`config.mk`:
```
export PLATFORM = sky130hd
export DESIGN_NAME = bst_pool_insert_find
export DESIGN_NICKNAME = d
export VERILOG_FILES = /design/src/hdl/bpi_pkg.sv /design/src/hdl/bst_pool_insert_find.sv
export SDC_FILE = /design/constraint.sdc
export NUM_CORES = 2
export LEC_CHECK = 0
export ABC_AREA = 1
export BUFFER_PORTS_ARGS = -buffer_cell sky130_fd_sc_hd__buf_2
export CORE_AREA = 5 5 330 332
export CTS_CLUSTER_DIAMETER = 150
export DETAILED_ROUTE_END_ITERATION = 10
export DIE_AREA = 0 0 335 337
export HOLD_SLACK_MARGIN = 0.08
export PLACE_DENSITY = 0.81
export SLEW_MARGIN = 30
export SYNTH_ARGS = -nofsm -noshare
export SYNTH_HDL_FRONTEND = slang
export SYNTH_SLANG_ARGS = --single-unit
```
`constraint.sdc`:
```
create_clock -name clk -period 10.5 [get_ports clk]
set_input_delay 2.1 -clock clk [delete_from_list [all_inputs] [get_ports clk]]
set_output_delay 2.1 -clock clk [all_outputs]
set_load 0.01 [all_outputs]
```
`src/hdl/bpi_pkg.sv`:
```
// Types, codes and microprogram table for the tree pool insert/find block.
package bpi_pkg;

    localparam logic OP_INSERT = 1'b0;
    localparam logic OP_FIND   = 1'b1;

    typedef enum logic [2:0] {
        STEP_IDLE   = 3'd0,
        STEP_WALK   = 3'd1,
        STEP_DECIDE = 3'd2,
        STEP_LINK   = 3'd3,
        STEP_EMIT   = 3'd4
    } step_t;

    typedef enum logic [2:0] {
        COND_ALWAYS    = 3'd0,
        COND_IN_ACCEPT = 3'd1,
        COND_WALK_DONE = 3'd2,
        COND_ALLOC     = 3'd3,
        COND_OUT_FREE  = 3'd4
    } cond_t;

    typedef enum logic [2:0] {
        ST_INSERTED  = 3'd0,
        ST_PRESENT   = 3'd1,
        ST_POOL_FULL = 3'd2,
        ST_FOUND     = 3'd3,
        ST_NOT_FOUND = 3'd4
    } status_t;

    typedef struct packed {
        logic  start;
        logic  walk;
        logic  decide;
        logic  link;
        logic  emit;
        cond_t cond;
        step_t t_true;
        step_t t_false;
    } ctl_t;

    // Control store: one word per step.
    function automatic ctl_t ucode(input step_t step);
        ctl_t w;
        w = '{start: 1'b0, walk: 1'b0, decide: 1'b0, link: 1'b0, emit: 1'b0,
              cond: COND_ALWAYS, t_true: STEP_IDLE, t_false: STEP_IDLE};
        case (step)
            STEP_IDLE:
            begin
                w.start   = 1'b1;
                w.cond    = COND_IN_ACCEPT;
                w.t_true  = STEP_WALK;
                w.t_false = STEP_IDLE;
            end
            STEP_WALK:
            begin
                w.walk    = 1'b1;
                w.cond    = COND_WALK_DONE;
                w.t_true  = STEP_DECIDE;
                w.t_false = STEP_WALK;
            end
            STEP_DECIDE:
            begin
                w.decide  = 1'b1;
                w.cond    = COND_ALLOC;
                w.t_true  = STEP_LINK;
                w.t_false = STEP_EMIT;
            end
            STEP_LINK:
            begin
                w.link    = 1'b1;
                w.cond    = COND_ALWAYS;
                w.t_true  = STEP_EMIT;
                w.t_false = STEP_EMIT;
            end
            STEP_EMIT:
            begin
                w.emit    = 1'b1;
                w.cond    = COND_OUT_FREE;
                w.t_true  = STEP_IDLE;
                w.t_false = STEP_EMIT;
            end
            default:
            begin
                w.cond    = COND_ALWAYS;
                w.t_true  = STEP_IDLE;
                w.t_false = STEP_IDLE;
            end
        endcase
        return w;
    endfunction

endpackage

```
`src/hdl/bst_pool_insert_find.sv`:
```
// Binary search tree in a fixed node pool: insert or find one key per word.
// Steps: walk the tree from the root, decide the status, link a new node when one is
// allocated, then emit the result once the output is free. One node compared per cycle.
// Throughput: one word at a time; the next word is taken once the previous result is
// registered, while that result may still wait at the output.
// Reset clears the step counter, node count, height and visit total; pool entries are not
// cleared, and their contents are only used after they have been written.
module bst_pool_insert_find #(
    parameter int POOL_SIZE = 32
) (
    input  logic        clk,
    input  logic        rst_n,
    input  logic        in_valid,
    output logic        in_stall,
    input  logic        op,
    input  logic [31:0] key,
    output logic        out_valid,
    input  logic        out_stall,
    output logic [2:0]  status,
    output logic [5:0]  visits,
    output logic [5:0]  height,
    output logic [31:0] insert_visit_total
);
    import bpi_pkg::*;

    localparam int CW = $clog2(POOL_SIZE + 2);
    localparam int AW = (POOL_SIZE > 1) ? $clog2(POOL_SIZE) : 1;
    localparam logic [CW-1:0] NO_LINK = CW'(POOL_SIZE);

    logic [31:0]   node_key_mem   [POOL_SIZE];
    logic [CW-1:0] left_link_mem  [POOL_SIZE];
    logic [CW-1:0] right_link_mem [POOL_SIZE];

    step_t         step_reg, step_next;
    ctl_t          ctl;
    logic          cond_true;

    logic          op_reg, op_next;
    logic [31:0]   key_reg, key_next;
    logic [CW-1:0] cur_reg, cur_next;
    logic [CW-1:0] n_reg, n_next;
    logic [CW-1:0] parent_reg, parent_next;
    logic          go_left_reg, go_left_next;
    logic          hit_reg, hit_next;
    status_t       st_reg, st_next;
    logic [CW-1:0] node_count_reg, node_count_next;
    logic [CW-1:0] hpo_reg, hpo_next;
    logic [31:0]   total_reg, total_next;

    logic          out_valid_reg, out_valid_next;
    status_t       out_status_reg, out_status_next;
    logic [5:0]    out_visits_reg, out_visits_next;
    logic [5:0]    out_height_reg, out_height_next;
    logic [31:0]   out_total_reg, out_total_next;

    logic [31:0]   rd_key_reg;
    logic [CW-1:0] rd_left_reg, rd_right_reg;
    logic [AW-1:0] rd_addr;

    logic          node_ok, key_eq, key_lt, pool_full, alloc;
    logic [32:0]   total_sum;
    logic [CW-1:0] n_plus_one;

    logic          key_we;
    logic          left_we, right_we;
    logic [AW-1:0] lk_addr;
    logic [CW-1:0] lk_data;

    assign ctl        = ucode(step_reg);
    assign in_stall   = ~ctl.start;

    assign node_ok    = (cur_reg < node_count_reg) && (cur_reg < NO_LINK) && (n_reg < NO_LINK);
    assign key_eq     = (rd_key_reg == key_reg);
    assign key_lt     = $signed(key_reg) < $signed(rd_key_reg);
    assign pool_full  = (node_count_reg >= NO_LINK);
    assign alloc      = (op_reg == OP_INSERT) & ~hit_reg & ~pool_full;
    assign total_sum  = {1'b0, total_reg} + 33'(n_reg);
    assign n_plus_one = n_reg + CW'(1);

    // Condition select for the jump
    always_comb
    begin
        case (ctl.cond)
            COND_ALWAYS:    cond_true = 1'b1;
            COND_IN_ACCEPT: cond_true = in_valid;
            COND_WALK_DONE: cond_true = ~node_ok | key_eq;
            COND_ALLOC:     cond_true = alloc;
            COND_OUT_FREE:  cond_true = ~out_valid_reg | ~out_stall;
            default:        cond_true = 1'b1;
        endcase
    end

    // Next step
    always_comb
    begin
        step_next = cond_true ? ctl.t_true : ctl.t_false;
    end

    // Datapath driven by the control word
    always_comb
    begin
        op_next         = op_reg;
        key_next        = key_reg;
        cur_next        = cur_reg;
        n_next          = n_reg;
        parent_next     = parent_reg;
        go_left_next    = go_left_reg;
        hit_next        = hit_reg;
        st_next         = st_reg;
        node_count_next = node_count_reg;
        hpo_next        = hpo_reg;
        total_next      = total_reg;
        out_valid_next  = out_valid_reg & out_stall;
        out_status_next = out_status_reg;
        out_visits_next = out_visits_reg;
        out_height_next = out_height_reg;
        out_total_next  = out_total_reg;
        key_we          = 1'b0;
        left_we         = 1'b0;
        right_we        = 1'b0;
        lk_addr         = '0;
        lk_data         = NO_LINK;

        if (ctl.start && cond_true)
        begin
            op_next      = op;
            key_next     = key;
            cur_next     = (node_count_reg != '0) ? '0 : NO_LINK;
            n_next       = '0;
            parent_next  = NO_LINK;
            go_left_next = 1'b0;
            hit_next     = 1'b0;
        end

        if (ctl.walk && node_ok)
        begin
            n_next      = n_plus_one;
            parent_next = cur_reg;
            if (key_eq)
            begin
                hit_next = 1'b1;
            end
            else
            begin
                go_left_next = key_lt;
                cur_next     = key_lt ? rd_left_reg : rd_right_reg;
            end
        end

        if (ctl.decide)
        begin
            if (op_reg == OP_INSERT)
            begin
                total_next = total_sum[32] ? '1 : total_sum[31:0];
            end
            if (op_reg == OP_FIND)
                st_next = hit_reg ? ST_FOUND : ST_NOT_FOUND;
            else if (hit_reg)
                st_next = ST_PRESENT;
            else if (pool_full)
                st_next = ST_POOL_FULL;
            else
                st_next = ST_INSERTED;
            // Fresh node: key and both links empty
            if (alloc)
            begin
                key_we   = 1'b1;
                left_we  = 1'b1;
                right_we = 1'b1;
                lk_addr  = node_count_reg[AW-1:0];
                lk_data  = NO_LINK;
            end
        end

        if (ctl.link)
        begin
            if (parent_reg < NO_LINK)
            begin
                left_we  = go_left_reg;
                right_we = ~go_left_reg;
                lk_addr  = parent_reg[AW-1:0];
                lk_data  = node_count_reg;
            end
            node_count_next = node_count_reg + CW'(1);
            if (n_plus_one > hpo_reg)
                hpo_next = n_plus_one;
        end

        if (ctl.emit && cond_true)
        begin
            out_valid_next  = 1'b1;
            out_status_next = st_reg;
            out_visits_next = 6'(n_reg);
            out_height_next = 6'(hpo_reg) - 6'd1;
            out_total_next  = total_reg;
        end
    end

    assign rd_addr = (cur_next < NO_LINK) ? cur_next[AW-1:0] : '0;

    always_ff @(posedge clk)
    begin
        if (key_we)
            node_key_mem[lk_addr] <= key_reg;
        rd_key_reg <= node_key_mem[rd_addr];
    end

    always_ff @(posedge clk)
    begin
        if (left_we)
            left_link_mem[lk_addr] <= lk_data;
        rd_left_reg <= left_link_mem[rd_addr];
    end

    always_ff @(posedge clk)
    begin
        if (right_we)
            right_link_mem[lk_addr] <= lk_data;
        rd_right_reg <= right_link_mem[rd_addr];
    end

    always_ff @(posedge clk or negedge rst_n)
    begin
        if (!rst_n)
        begin
            step_reg       <= STEP_IDLE;
            node_count_reg <= '0;
            hpo_reg        <= '0;
            total_reg      <= '0;
            out_valid_reg  <= 1'b0;
        end
        else
        begin
            step_reg       <= step_next;
            node_count_reg <= node_count_next;
            hpo_reg        <= hpo_next;
            total_reg      <= total_next;
            out_valid_reg  <= out_valid_next;
        end
    end

    always_ff @(posedge clk)
    begin
        op_reg         <= op_next;
        key_reg        <= key_next;
        cur_reg        <= cur_next;
        n_reg          <= n_next;
        parent_reg     <= parent_next;
        go_left_reg    <= go_left_next;
        hit_reg        <= hit_next;
        st_reg         <= st_next;
        out_status_reg <= out_status_next;
        out_visits_reg <= out_visits_next;
        out_height_reg <= out_height_next;
        out_total_reg  <= out_total_next;
    end

    assign out_valid          = out_valid_reg;
    assign status             = out_status_reg;
    assign visits             = out_visits_reg;
    assign height             = out_height_reg;
    assign insert_visit_total = out_total_reg;

    a_count_in_pool: assert property (@(posedge clk) disable iff (!rst_n)
        node_count_reg <= NO_LINK)
        else $error("node count beyond pool size");

    a_height_le_count: assert property (@(posedge clk) disable iff (!rst_n)
        hpo_reg <= node_count_reg)
        else $error("tree height exceeds node count");

    a_alloc_only_in_link: assert property (@(posedge clk) disable iff (!rst_n)
        (node_count_reg != $past(node_count_reg)) |-> ($past(step_reg) == STEP_LINK))
        else $error("node count moved outside the link step");

    a_result_from_emit: assert property (@(posedge clk) disable iff (!rst_n)
        $rose(out_valid_reg) |-> ($past(step_reg) == STEP_EMIT))
        else $error("result word raised outside the emit step");

    a_walk_bounded: assert property (@(posedge clk) disable iff (!rst_n)
        (step_reg == STEP_WALK) |-> (n_reg <= NO_LINK))
        else $error("walk ran past pool size");

endmodule
```
==> flow_summary.toml <==
[outcome]
status = "complete, no violations"

[final_layout]
area_growth_pct = 8.57
top_register = "node_key_mem"
largestRegisters = "node_key_mem: 1024 flops, left_link_mem: 192 flops, right_link_mem: 192 flops"
multiInputGateArea_um2 = 18600
largest_reg_flops = 1024
regArea_um2 = 47400
drive_gt1_share_pct = 7.66
fillers = 6734
layout.nets = 6363
final_cells = 7800
num_antenna_cells = 0

[placement]
place_inst = 7497
gp_congestion = 0.869
hpwl_um = 93700
dpl_worst_slack_ns = 3.75
numPortBuffers = 85

[sta]
final.setup.tns_ns = 0
worst_pin_slew_ns = 1.03
fmax_mhz = 157
finClkSkew_ns = 0.0259
period_needed_ns = 6.36
worst_slack_ns = 4.14
slew_headroom_pct = 31.4
setup_viol = 0
fin_crit_sh_pct = 60.6
report.final.slew_viol_count = 0
rsz0062_at_grt = "no"
hold_violations = 0

[critical_path]
crit_path_max_fanout = 132
worstPathRequired_ns = 11.20
cp-end-kind = "register"
critical_path_class = "reg -> reg"
cp.arrival_ns = 7.06
cp-start-kind = "register"

[clock_network]
cts_root_buffer = "clkbuf_16"
cts_buffers = 157
clockBufferDepth = 3
cts-hold-fix-buffers = 0
cts_tree = "built"
clock_latency_ns = 0.77
postCtsSetupBuffers = 0
post_cts_resized = 0
clk_pin_slew_ns = 0.06
cts_max_level = 4
clock_sinks = 1603

[floorplanning]
fp.dieH_um = 337
rows = 120
fp.coreArea_um2 = 106000
initial_utilization_pct = 67.1
pin_count = 86
die_w_um = 335
die-area_um2 = 113000

[yosys]
syn_inst = 6308
syn-num-nets = 6399
synth_edf_count = 1503
ys.flop_type = "edfxtp_1"
async_flop_share_pct = 2.99
yosysSeqAreaShare_pct = 66.6
synth_cell_type_count = 49
ys_seq_elements = 1603
synth.avg_cell_area_um2 = 11.3
yosysWarnings = 0
synthesis.area_um2 = 71200

[detailed_routing]
drt_iter0_markers = 7512
dr.pass1.iters = 7
drc = 0
routed_wl_um = 190000
wl_per_cell_um = 24.4
vias = 49300
vias_per_cell = 6.32
antenna_left = 0

[global_routing]
grt_pass1_wl_um = 284000
antenna_found_initial = 1
track_usage_pct = 33.2
grt_use_met1_pct = 43.7
grt.busiest_layer = "met2"
grt_pass1_vias = 48200
met3_usage_pct = 8.01
globalRouteOverflowTotal = 0
grt_max_degree = 202
met2_usage_pct = 53.2

[pwr]
p_leak_nw = 29.8
powerDensity_nw_per_um2 = 244
vdd_drop_max_mv = 0.258

[flow_run]
cap_violations = 0

[hold_path]
min_path_type = "reg -> reg"
## cell usage after synthesis, types with 2 or more instances
master,instances,area share [%]
xor2_1,20,0.25
o21ai_0,34,0.24
a21o_1,4,0.042
nor2_2,2,0.018
nand4_1,13,0.11
ha_1,53,0.93
nor3_1,86,0.60
a21boi_0,5,0.053
nor2_1,176,0.93
clkbuf_1,52,0.27
a2bb2oi_1,4,0.049
xnor2_1,3,0.037
buf_2,218,1.5
inv_1,832,4.4
buf_4,23,0.24
nand3_1,1319,9.3
nand3_2,4,0.056
buf_1,30,0.16
dfrtp_1,48,1.7
nand3b_1,661,7.0
dfxtp_1,52,1.5
nor4_1,4,0.035
nand2_1,1011,5.3
clkinv_1,8,0.042
o21ai_2,2,0.025
o21a_1,2,0.021
a21oi_1,33,0.23
buf_6,66,1.0
a22oi_1,2,0.021
edfxtp_1,1503,63
buf_8,7,0.15
nand2_2,11,0.097
inv_2,4,0.021
## per-layer routing
metal | vias up | wire length, um
met5 | - | 0
met4 | 0 | 9020
met1 | 23600 | 67200
met3 | 601 | 25100
li1 | 21600 | -
met2 | 3456 | 89000
## layout by cell type (no fill, tap or decap), types with 48 or more instances in the layout
cell type / count
buf_2: 84
buf_4: 87
clkbuf_1: 49
clkbuf_16: 164
dfrtp_1: 48
dfxtp_1: 52
edfxtp_1: 1503
ha_1: 53
inv_1: 830
nand2_1: 1009
nand3_1: 1319
nand3b_1: 661
nor2_1: 161
nor3_1: 51
## final cells by class
type	count	area share, %
flip-flops and latches	1603	61.3
multi-input cells	3464	24.1
clock buffers	222	5.71
inverters	845	4.13
well taps	1403	2.27
repair buffers	201	1.99
clock inverters	62	0.541
## worst max-delay path, stage by stage (launching register included)
cell and delay [ns]:
edfxtp_1 0.99, ha_1 0.38, nand2_1 0.20, o21a_1 0.17, nand2_1 0.08, a21oi_1 0.38
nand2_1 0.18, nand2_2 0.13, nand2_2 0.11, nand2_1 0.10, nand3_2 0.12, nand2_8 0.72
nand2_4 0.59, inv_4 0.93, buf_4 0.69, nand3_1 0.17, nand2_1 0.12, nand2_1 0.06
nand2_1 0.10
## report_power, final
group / total [W] / internal, W / switching [W]
combinational: 0.00586 / 0.00146 / 0.00440
sequential: 0.00767 / 0.00749 / 0.000186
clock: 0.00536 / 0.00302 / 0.00234
total: 0.0189 / 0.0120 / 0.00693
## worst paths after layout
check	startpoint	to	slack, ns	cells past startpoint
max	key_reg[23]	rd_key_reg[19]	4.14	18
min	st_reg[1]	status[1]	0.42	0
max reg2reg	key_reg[23]	rd_key_reg[19]	4.14	18
min reg2reg	st_reg[1]	status[1]	0.42	0
max in group asynchronous	rst_n	total_reg[22]	8.70	1
min in group asynchronous	rst_n	hpo_reg[4]	1.36	1
## logic make-up (layout without fill, tap and decap cells)
kind of cell             count (synthesis)  in the layout  synth area share [%]
adder cells (fa/ha/maj)                 54             54                 0.960
XOR/XNOR                                23             23                 0.283
AND/OR/NAND/NOR                       3293           3293                  23.5
buffers and inverters                 1241           1330                  7.86
AO/OA/AOI/OAI                           93             93                 0.779
flip-flops                            1603           1603                  66.6
multiplexers                             1              1                0.0141
## per-stage QoR
stage               utilization, %  hold WS, ns  power (W)  cell area (um^2)
floorplan                        -        0.400     0.0120             71200
global placement              68.0        0.416     0.0132             72100
detailed placement            68.0        0.411     0.0134             72100
CTS                           72.6        0.422     0.0187             76900
global route                  72.9        0.425     0.0197             77300
finish                        72.9        0.420     0.0189             77300
No activity file was read; power rests on OpenSTA's default activity.
